File: config.mk
export PLATFORM = sky130hd
export DESIGN_NAME = json_string_unescape_utf8_core
export DESIGN_NICKNAME = d
export VERILOG_FILES = /design/src/rtl/jsu_pkg.sv /design/src/rtl/jsu_decode.sv /design/src/rtl/jsu_outbuf.sv /design/src/rtl/json_string_unescape_utf8_core.sv
export SDC_FILE = /design/constraint.sdc
export NUM_CORES = 1
export LEC_CHECK = 0
export ABC_CLOCK_PERIOD_IN_PS = 4300
export BUFFER_PORTS_ARGS = -buffer_cell sky130_fd_sc_hd__buf_2
export CORE_MARGIN = 1.5
export CORE_UTILIZATION = 51
export DETAILED_ROUTE_END_ITERATION = 8
export GPL_ROUTABILITY_DRIVEN = 0
export MAX_ROUTING_LAYER = met4
export PLACE_DENSITY_LB_ADDON = 0.12
export SLEW_MARGIN = 20
export SYNTH_ARGS = -nofsm -noshare
export SYNTH_HDL_FRONTEND = slang
export SYNTH_HIERARCHICAL = 1
export SYNTH_SLANG_ARGS = --single-unit
File: constraint.sdc
create_clock -name clk -period 4.3 [get_ports clk]
set_input_delay 0.215 -clock clk [delete_from_list [all_inputs] [get_ports clk]]
set_output_delay 0.215 -clock clk [all_outputs]
set_load 0.02 [all_outputs]
File: src/rtl/jsu_pkg.sv
// shared types and constants for the json string unescaper
`default_nettype none
package jsu_pkg;

	localparam int MAX_RES = 6;
	localparam int CNT_W = 3;

	typedef enum logic [1:0] {
		KIND_BYTE = 2'd0,
		KIND_DONE = 2'd1,
		KIND_ERR  = 2'd2
	} kind_t;

	typedef enum logic [1:0] {
		PH_IDLE = 2'd0,
		PH_STR  = 2'd1,
		PH_ESC  = 2'd2,
		PH_HEX  = 2'd3
	} phase_t;

	typedef struct packed {
		logic [7:0] in_byte;
		logic       text_end;
	} in_t;

	typedef struct packed {
		logic [7:0] out_byte;
		logic [1:0] kind;
		logic       last;
	} out_t;

	typedef struct packed {
		phase_t     phase;
		logic [11:0] hex_accum;
		logic [1:0] hex_count;
		logic [9:0] pending_high;
		logic       pending_valid;
	} state_t;

	typedef struct packed {
		logic [MAX_RES-1:0][7:0] bytes;
		logic [MAX_RES-1:0][1:0] kinds;
		logic [CNT_W-1:0]        count;
	} res_list_t;

	localparam state_t STATE_CLEAR = '{
		phase: PH_IDLE,
		hex_accum: 12'd0,
		hex_count: 2'd0,
		pending_high: 10'd0,
		pending_valid: 1'b0
	};

endpackage
`default_nettype wire

File: src/rtl/jsu_decode.sv
// next-state and result list logic for one input byte
`default_nettype none
module jsu_decode (
	input  wire jsu_pkg::in_t      item,
	input  wire jsu_pkg::state_t   cur,
	output jsu_pkg::state_t        nxt,
	output jsu_pkg::res_list_t     res
);

	localparam logic [7:0] CH_QUOTE = 8'h22;
	localparam logic [7:0] CH_BSLASH = 8'h5C;
	localparam logic [7:0] CH_U = 8'h75;

	typedef struct packed {
		logic [3:0][7:0] b;
		logic [2:0]      n;
	} enc_t;

	function automatic enc_t encode_cp(input logic [20:0] cp);
		enc_t e;
		e = '0;
		if (cp < 21'h80) begin
			e.b[0] = cp[7:0];
			e.n = 3'd1;
		end else if (cp < 21'h800) begin
			e.b[0] = {3'b110, cp[10:6]};
			e.b[1] = {2'b10, cp[5:0]};
			e.n = 3'd2;
		end else if (cp < 21'h10000) begin
			e.b[0] = {4'b1110, cp[15:12]};
			e.b[1] = {2'b10, cp[11:6]};
			e.b[2] = {2'b10, cp[5:0]};
			e.n = 3'd3;
		end else begin
			e.b[0] = {5'b11110, cp[20:18]};
			e.b[1] = {2'b10, cp[17:12]};
			e.b[2] = {2'b10, cp[11:6]};
			e.b[3] = {2'b10, cp[5:0]};
			e.n = 3'd4;
		end
		return e;
	endfunction

	logic [7:0]  b;
	logic        is_hex;
	logic [3:0]  digit;
	logic [15:0] v;
	logic        esc_ok;
	logic [7:0]  esc_val;
	logic        flush;
	logic        fail;
	enc_t        m;
	jsu_pkg::kind_t m_kind;
	logic [2:0][7:0] fl;

	assign b = item.in_byte;

	always_comb begin
		is_hex = ((b >= 8'h30) && (b <= 8'h39)) || ((b >= 8'h61) && (b <= 8'h66))
			|| ((b >= 8'h41) && (b <= 8'h46));
		digit = (b <= 8'h39) ? b[3:0] : b[3:0] + 4'd9;
		v = {cur.hex_accum, digit};
	end

	always_comb begin
		esc_ok = 1'b1;
		case (b)
			8'h22: esc_val = 8'h22;
			8'h5C: esc_val = 8'h5C;
			8'h2F: esc_val = 8'h2F;
			8'h62: esc_val = 8'h08;
			8'h66: esc_val = 8'h0C;
			8'h6E: esc_val = 8'h0A;
			8'h72: esc_val = 8'h0D;
			8'h74: esc_val = 8'h09;
			default: begin
				esc_val = 8'h00;
				esc_ok = 1'b0;
			end
		endcase
	end

	// held high surrogate as a three-byte sequence
	assign fl[0] = 8'hED;
	assign fl[1] = {4'b1010, cur.pending_high[9:6]};
	assign fl[2] = {2'b10, cur.pending_high[5:0]};

	always_comb begin
		nxt = cur;
		flush = 1'b0;
		fail = 1'b0;
		m = '0;
		m_kind = jsu_pkg::KIND_BYTE;
		case (cur.phase)
			jsu_pkg::PH_STR: begin
				if (item.text_end) begin
					fail = 1'b1;
				end else if (b == CH_QUOTE) begin
					flush = cur.pending_valid;
					nxt = jsu_pkg::STATE_CLEAR;
					m_kind = jsu_pkg::KIND_DONE;
					m.n = 3'd1;
				end else if (b == CH_BSLASH) begin
					nxt.phase = jsu_pkg::PH_ESC;
				end else begin
					flush = cur.pending_valid;
					nxt.pending_valid = 1'b0;
					nxt.pending_high = 10'd0;
					m.b[0] = b;
					m.n = 3'd1;
				end
			end
			jsu_pkg::PH_ESC: begin
				if (item.text_end) begin
					fail = 1'b1;
				end else if (b == CH_U) begin
					nxt.phase = jsu_pkg::PH_HEX;
					nxt.hex_accum = 12'd0;
					nxt.hex_count = 2'd0;
				end else if (esc_ok) begin
					flush = cur.pending_valid;
					nxt.pending_valid = 1'b0;
					nxt.pending_high = 10'd0;
					nxt.phase = jsu_pkg::PH_STR;
					m.b[0] = esc_val;
					m.n = 3'd1;
				end else begin
					fail = 1'b1;
				end
			end
			jsu_pkg::PH_HEX: begin
				if (item.text_end || !is_hex) begin
					fail = 1'b1;
				end else if (cur.hex_count != 2'd3) begin
					nxt.hex_accum = v[11:0];
					nxt.hex_count = cur.hex_count + 2'd1;
				end else begin
					nxt.phase = jsu_pkg::PH_STR;
					nxt.hex_accum = 12'd0;
					nxt.hex_count = 2'd0;
					nxt.pending_valid = 1'b0;
					nxt.pending_high = 10'd0;
					if (cur.pending_valid && (v >= 16'hDC00) && (v <= 16'hDFFF)) begin
						m = encode_cp(21'h10000 + {1'b0, cur.pending_high, v[9:0]});
					end else begin
						flush = cur.pending_valid;
						if ((v >= 16'hD800) && (v <= 16'hDBFF)) begin
							nxt.pending_high = v[9:0];
							nxt.pending_valid = 1'b1;
						end else begin
							m = encode_cp({5'd0, v});
						end
					end
				end
			end
			default: begin
				if (item.text_end || (b != CH_QUOTE)) begin
					fail = 1'b1;
				end else begin
					nxt = jsu_pkg::STATE_CLEAR;
					nxt.phase = jsu_pkg::PH_STR;
				end
			end
		endcase
		if (fail) begin
			nxt = jsu_pkg::STATE_CLEAR;
			flush = 1'b0;
			m = '0;
			m.n = 3'd1;
			m_kind = jsu_pkg::KIND_ERR;
		end
	end

	always_comb begin
		res = '0;
		if (flush) begin
			res.bytes[0] = fl[0];
			res.bytes[1] = fl[1];
			res.bytes[2] = fl[2];
			res.kinds[0] = jsu_pkg::KIND_BYTE;
			res.kinds[1] = jsu_pkg::KIND_BYTE;
			res.kinds[2] = jsu_pkg::KIND_BYTE;
			res.bytes[3] = m.b[0];
			res.bytes[4] = m.b[1];
			res.bytes[5] = m.b[2];
			res.kinds[3] = m_kind;
			res.kinds[4] = m_kind;
			res.kinds[5] = m_kind;
			res.count = m.n + 3'd3;
		end else begin
			res.bytes[0] = m.b[0];
			res.bytes[1] = m.b[1];
			res.bytes[2] = m.b[2];
			res.bytes[3] = m.b[3];
			res.kinds[0] = m_kind;
			res.kinds[1] = m_kind;
			res.kinds[2] = m_kind;
			res.kinds[3] = m_kind;
			res.count = m.n;
		end
	end

endmodule
`default_nettype wire

File: src/rtl/jsu_outbuf.sv
// result register that hands out the result list one transaction at a time
`default_nettype none
module jsu_outbuf (
	input  wire                      clk,
	input  wire                      arst_n,
	input  wire                      load,
	input  wire jsu_pkg::res_list_t  res,
	output logic                     load_ok,
	output logic                     dec_valid,
	input  wire                      dec_ready,
	output jsu_pkg::out_t            dec_data
);

	jsu_pkg::res_list_t           list_q;
	logic [jsu_pkg::CNT_W-1:0]    count_q;
	logic [jsu_pkg::CNT_W-1:0]    idx_q;
	logic [jsu_pkg::CNT_W-1:0]    idx_inc;

	assign idx_inc = idx_q + jsu_pkg::CNT_W'(1);
	assign dec_valid = (idx_q != count_q);
	assign load_ok = (idx_q == count_q) || ((idx_inc == count_q) && dec_ready);

	always_comb begin
		dec_data = '0;
		if (dec_valid) begin
			dec_data.out_byte = list_q.bytes[idx_q];
			dec_data.kind = list_q.kinds[idx_q];
			dec_data.last = (idx_inc == count_q);
		end
	end

	always_ff @(posedge clk or negedge arst_n) begin
		if (!arst_n) begin
			count_q <= '0;
			idx_q <= '0;
		end else if (load) begin
			count_q <= res.count;
			idx_q <= '0;
		end else if (dec_valid && dec_ready) begin
			idx_q <= idx_inc;
		end
	end

	always_ff @(posedge clk) begin
		if (load) begin
			list_q <= res;
		end
	end

endmodule
`default_nettype wire

File: src/rtl/json_string_unescape_utf8_core.sv
// top level of the json string unescaper with utf-8 output
// the first result of a transaction appears in the cycle after it is accepted
// throughput: one input transaction per cycle while each yields at most one result and
// dec_ready is high; an input yielding more results (up to six) holds the input side
// until the single result register drains them, one per cycle while dec_ready is high
// reset: arst_n clears to idle awaiting an opening quote with no results pending
`default_nettype none
module json_string_unescape_utf8_core (
	input  wire                 clk,
	input  wire                 arst_n,
	input  wire                 text_valid,
	output logic                text_ready,
	input  wire jsu_pkg::in_t   text_data,
	output logic                dec_valid,
	input  wire                 dec_ready,
	output jsu_pkg::out_t       dec_data
);

	jsu_pkg::state_t    state_q;
	jsu_pkg::state_t    state_nxt;
	jsu_pkg::res_list_t res;
	logic               load_ok;
	logic               fire;

	assign text_ready = load_ok;
	assign fire = text_valid && load_ok;

	jsu_decode u_decode (
		.item (text_data),
		.cur  (state_q),
		.nxt  (state_nxt),
		.res  (res)
	);

	jsu_outbuf u_outbuf (
		.clk       (clk),
		.arst_n    (arst_n),
		.load      (fire),
		.res       (res),
		.load_ok   (load_ok),
		.dec_valid (dec_valid),
		.dec_ready (dec_ready),
		.dec_data  (dec_data)
	);

	always_ff @(posedge clk or negedge arst_n) begin
		if (!arst_n) begin
			state_q <= jsu_pkg::STATE_CLEAR;
		end else if (fire) begin
			state_q <= state_nxt;
		end
	end

endmodule
`default_nettype wire

==> results.yml, run 1 <==
setup_path:
  crit_path_start_kind: "flip-flop"
  arrival_ps: 3410
  rr_worst_depth: 8
  crit-reg2reg-launch: "u_outbuf/idx_q[1]"
  crit_type: "reg -> reg"
  end_kind: "flip-flop"
  reg2reg_to: "u_outbuf/count_q[1]"
  rrSetupSlack_ps: 1120
  critPathRequiredTime_ps: 4530
  crit_fanout: 49
drt:
  dr.pass1.iters: 5
  routed_wirelength_um: 16100
  avgRoutedWirePerCell_um: 19.9
  drt-initial-drc-count: 591
  vias: 5077
  vias_per_cell: 6.28
  dr.max_layer_used: "met4"
  wl_met2_um: 7480
  met3_length_um: 920
  drc: 0
  wl_met1_um: 7370
  ant_nets: 0
sta:
  setup_tns_ps: 0
  maxSlewHeadroom_pct: 38.6
  fmax_mhz: 314
  slew_viol_final: 0
  final-setup-viol-count: 0
  finalWorstPathRequiredPeriod_ps: 3180
  setup_slack_ps: 1120
  tightest_slew_ps: 915
  fin_hold_ws_ps: 220
  skew_ps: 6.10
  rsz0062_at_grt: "false"
  hold_viol_final: 0
  timing.final.crit_share_pct: 74.0
hold_path:
  hold_class: "in -> reg"
  hold_depth: 2
  min_to: "u_outbuf/idx_q[0]"
  holdCritStartpoint: "dec_ready"
layout:
  antennaDiodeCount: 0
  layout-drive-gt1-share_pct: 21.4
  finish.utilization_pct: 55.4
  area_growth_pct: 6.49
  nets: 653
  fillers: 1141
floorplan:
  die-height_um: 116
  die_area_um2: 13500
  core_um2: 12600
  rows: 41
  chipWidth_um: 116
  boundaryPins: 26
  start_util_pct: 52.0
global_routing:
  grt_max_degree: 50
  grt_pass1_wl_um: 26100
  grt.overflow.total: 0
  antenna_found_initial: 0
  gr-usage-all-layers_pct: 26.0
  grt_pass1_vias: 4917
clock_tree:
  cts.path.max_buffers: 2
  clock-sinks: 93
  clk_latency_ps: 350
  clk_pin_slew_worst_paths_ps: 60
  cts_tree: "yes"
  htreeDepth: 3
  cts_root_buffer: "clkbuf_16"
  cts_buffers: 9
  cts.repair.resized: 0
synth:
  ys_seq_area_share_pct: 40.2
  ys.warnings.count: 6
  syn_avg_cell_area_um2: 10.3
  synthTopCellsByCount: "edfxtp_1, nor2_1, nand2_1, a21oi_1, dfrtp_1"
  synth_cell_types: 87
  synth_top_area_share_pct: 27.6
  synth.largest_area_cell: "edfxtp_1"
  synth_edf_count: 60
  async_flop_share_pct: 35.5
  synth_cells: 636
  ys.flop_type: "edfxtp_1"
  synth_area_um2: 6540
  synth-seq-cells: 93
  synth.area.top_cells: "edfxtp_1, dfrtp_1, mux2_2, mux2_4, nor2_1"
job:
  drv_cap: 0
power:
  powerDensity_nw_per_um2: 456
  peakVddDrop_mv: 0.200
  p_leak_nw: 2.61
placement:
  place_ws_ps: 1020
  post-dp-hpwl_um: 11300
  place.port_buffers: 25
status:
  run_status: "finished, final reports clean"
## how the worst max path moves through the flow
stage	slack, ps	from	cells past startpoint	end
2_1_floorplan	600	u_outbuf/idx_q[1]	9	u_outbuf/count_q[0]
3_3_place_gp	1080	text_data[1]	9	u_outbuf/list_q[27]
3_5_place_dp	1020	text_data[2]	12	u_outbuf/count_q[1]
4_1_cts	1060	u_outbuf/idx_q[1]	8	u_outbuf/count_q[1]
5_1_grt	860	u_outbuf/idx_q[1]	8	u_outbuf/count_q[1]
6_report	1120	u_outbuf/idx_q[1]	8	u_outbuf/count_q[1]
## registers in the layout, indices dropped and copies added, names as in the netlist
signal            flops
state_q              27
u_outbuf/count_q      3
u_outbuf/idx_q        3
u_outbuf/list_q      60
## final cells by class
cell class / instances / area (um^2) / share of cell area (%)
multi-input cells: 474 / 3550 / 51.0
clock inverters: 5 / 35.0 / 0.503
repair buffers: 40 / 253 / 3.63
clock buffers: 11 / 233 / 3.34
inverters: 13 / 48.8 / 0.701
flip-flops and latches: 93 / 2630 / 37.7
well taps: 172 / 215 / 3.09
## routing by layer
layer  up-vias  global-route usage [%]
met4         0                    8.62
met3        30                    5.14
li1       2390                       -
met5         -                       -
met2       159                    39.9
met1      2498                    34.8
## power breakdown
part / total [mW] / internal [mW] / switching, mW / leakage (nW)
registers: 1.28 / 1.19 / 0.0811 / 0.991
logic: 1.18 / 0.474 / 0.702 / 1.49
clock network: 0.722 / 0.393 / 0.330 / 0.130
total: 3.17 / 2.06 / 1.11 / 2.61
## timing repair
| item | in CTS | in global routing |
|---|---|---|
| endpoints found under the hold margin | 33 | 0 |
| hold buffers | 1 | 0 |
| setup buffers | 0 | 0 |
## worst max-delay path: stages (launching register included)
cell and delay [ps]:
dfrtp_1 790, ha_1 410, xnor2_1 160, and3_4 200
a21o_1 160, nand2_4 60, inv_2 300, buf_4 580
mux2_2 400
## per-stage QoR
stage                     cell area [um^2]  power (mW)  cells
after floorplan                       6560        2.21    641
after global placement                6680        2.46    791
after detailed placement              6680        2.48    791
after CTS                             6960        3.21    808
final                                 6960        3.17    808
after global routing                  6960        3.35    808
## cell families (layout without fill, tap and decap cells)
group	count (synthesis)	after routing	synth area share (%)
AO/OA/AOI/OAI	168	168	18.4
XOR/XNOR	8	8	1.68
adder cells (fa/ha/maj)	9	9	1.72
buffers and inverters	74	69	5.97
flip-flops	93	93	40.2
multiplexers	66	66	14.4
other	1	6	0.0574
AND/OR/NAND/NOR	217	217	17.6
## layout by cell type, fill, tap and decap left out, types with 4 or more instances in the layout
cell type / count
o211ai_1: 7
buf_2: 25
nand2b_1: 7
a22oi_1: 29
or3_1: 6
ha_1: 9
a211oi_1: 10
a21oi_1: 34
a21o_1: 5
o21ai_0: 24
clkbuf_16: 9
nor2_1: 60
mux2_2: 31
buf_4: 13
and2_1: 9
nor3b_1: 5
a221oi_1: 5
nand2_1: 50
mux4_2: 8
and3_1: 4
nand3_1: 13
mux2_4: 22
or4_1: 7
conb_1: 6
nor3_1: 16
edfxtp_1: 60
inv_1: 11
a31oi_1: 9
nor4_1: 6
dfrtp_1: 33
o31ai_1: 4
(Power assumes the default switching activity.)
==> run 2, diff against run 1 <==
Settings changed: ABC_CLOCK_PERIOD_IN_PS 4300 to 3150.
Clock period 4.3 ns to 3.15 ns, I/O delays scaled along.
==> run 2 against run 1 <==
Worst hold slack worse by 62 ps. Design area up 2.9%. First-iteration DRC count down 18%. Combinational power up 41%. Largest power group unchanged. Register-to-register slack worse by 790 ps. Maximum frequency up 13%. Clock power up 44%. Critical path type unchanged. Final cell count up 2.6%. Die area unchanged. Power up 40%. Critical path depth up 1. Sequential share of layout area down 1.1 points.
==> results.yml, run 2 (same netlist as run 1, synthesis figures left out) <==
status:
  run_status: "finished, final reports clean"
layout:
  antennaDiodeCount: 0
  top_regs: "u_outbuf/list_q x60, state_q x27"
  layout-drive-gt1-share_pct: 24.4
  final_cell_mix: "nor2_1, edfxtp_1, nand2_1"
  area_growth_pct: 9.59
  top_register: "u_outbuf/list_q"
  finish.utilization_pct: 57.0
  nets: 674
  largest_reg_flops: 60
drt:
  drt-initial-drc-count: 486
  vias: 5277
  ant_nets: 0
  avgRoutedWirePerCell_um: 20.4
  dr.pass1.iters: 5
  drc: 0
  routed_wirelength_um: 16900
  vias_per_cell: 6.37
power:
  p_sw_mw: 1.58
  netSwitchingFraction_pct: 35.5
  seq_power_share_pct: 39.2
  intPower_mw: 2.87
  p_leak_nw: 2.71
  p_clk_share_pct: 23.4
  power_frac_comb_pct: 37.4
  power.total_mw: 4.44
  peakVddDrop_mv: 0.340
  powerDensity_nw_per_um2: 620
clock_tree:
  cts.path.max_buffers: 2
  cts_root_buffer: "clkbuf_16"
  postCtsSetupRepairBufs: 0
  clk_pin_slew_worst_paths_ps: 70
  cts_tree: "yes"
  clk_latency_ps: 350
  clock-sinks: 93
  htreeDepth: 3
  cts_buffers: 9
setup_path:
  arrival_ps: 3070
  crit_buf_inv: 0
  slowest_stage: "or4_1"
  end_kind: "flip-flop"
  reg2reg_to: "u_outbuf/count_q[2]"
  crit_type: "reg -> reg"
  rr_worst_depth: 9
  rrSetupSlack_ps: 320
  crit_path_start_kind: "flip-flop"
  slowest_delay_ps: 630
  critPathRequiredTime_ps: 3390
  crit_fanout: 6
  cp_top_family: "simple AND/OR/NAND/NOR gates"
  crit-reg2reg-launch: "state_q[24]"
  cp_cell_sequence: "or4_1 > or2_1 > nor2_1 > o31ai_1 > a211oi_1 > nor2b_1 > ha_1 > o21ai_0 > mux2_2"
placement:
  post-dp-hpwl_um: 12000
  place_ws_ps: 234
  place.port_buffers: 25
sta:
  hold_viol_final: 0
  finalWorstPathRequiredPeriod_ps: 2830
  fin_hold_ws_ps: 158
  skew_ps: 7.67
  maxSlewHeadroom_pct: 42.1
  timing.final.crit_share_pct: 89.7
  fmax_mhz: 354
  setup_tns_ps: 0
  setup_slack_ps: 325
  tightest_slew_ps: 869
  slew_viol_final: 0
  final-setup-viol-count: 0
  rsz0062_at_grt: "false"
hold_path:
  hold_class: "in -> reg"
  min_to: "u_outbuf/idx_q[0]"
  holdCritStartpoint: "dec_ready"
  hold_depth: 2
global_routing:
  antenna_found_initial: 0
  grt_pass1_wl_um: 27100
  grt.overflow.total: 0
  grt_max_degree: 63
  grt_pass1_vias: 5068
  gr-usage-all-layers_pct: 27.3
floorplan:
  core_um2: 12600
  die_area_um2: 13500
  rows: 41
  boundaryPins: 26
  start_util_pct: 52.0
  die-height_um: 116
  chipWidth_um: 116
job:
  drv_cap: 0
## run 2: layout make-up
type,count,area (um^2)
fillers,1110,5410
multi-input cells,474,3580
flip-flops and latches,93,2630
repair buffers,61,410
clock buffers,10,229
well taps,172,215
inverters,13,52.6
clock inverters,6,51.3
## run 2: through the flow
stage | instance area, um^2 | instances
finish | 7160 | 829
global route | 7160 | 829
CTS | 7160 | 829
detailed placement | 6870 | 812
global placement | 6870 | 812
floorplan | 6610 | 641
## run 2: layer usage
metal	track usage, %	wire length [um]	vias to the layer above
li1	-	-	2430
met1	35.9	7320	2597
met2	42.1	8000	210
met3	4.98	1150	40
met4	10.6	464	0
met5	-	0	-
## run 2: power by group through the flow
| stage | Sequential (mW) | Combinational, mW | Clock [mW] |
|---|---|---|---|
| after floorplan | 1.72 | 1.37 | 0 |
| after global placement | 1.76 | 1.64 | 0 |
| after detailed placement | 1.77 | 1.67 | 0 |
| after CTS | 1.75 | 1.68 | 1.07 |
| after global routing | 1.77 | 1.80 | 1.12 |
| final | 1.74 | 1.66 | 1.04 |
## run 2: worst max path at each step
| stage | cells past startpoint | end | start |
|---|---|---|---|
| finish | 9 | u_outbuf/count_q[2] | state_q[24] |
| global route | 9 | u_outbuf/count_q[2] | state_q[24] |
| CTS | 8 | u_outbuf/count_q[1] | u_outbuf/idx_q[0] |
| detailed placement | 10 | u_outbuf/list_q[26] | text_data[2] |
| global placement | 12 | u_outbuf/count_q[2] | text_data[2] |
| floorplan | 10 | u_outbuf/idx_q[0] | u_outbuf/idx_q[2] |
## run 2: repair_timing
| item | in CTS | in global routing |
|---|---|---|
| hold endpoints to repair | 33 | 0 |
| hold buffers | 1 | 0 |
| resized for setup | 0 | 0 |
| endpoints found under the setup margin | 0 | 0 |
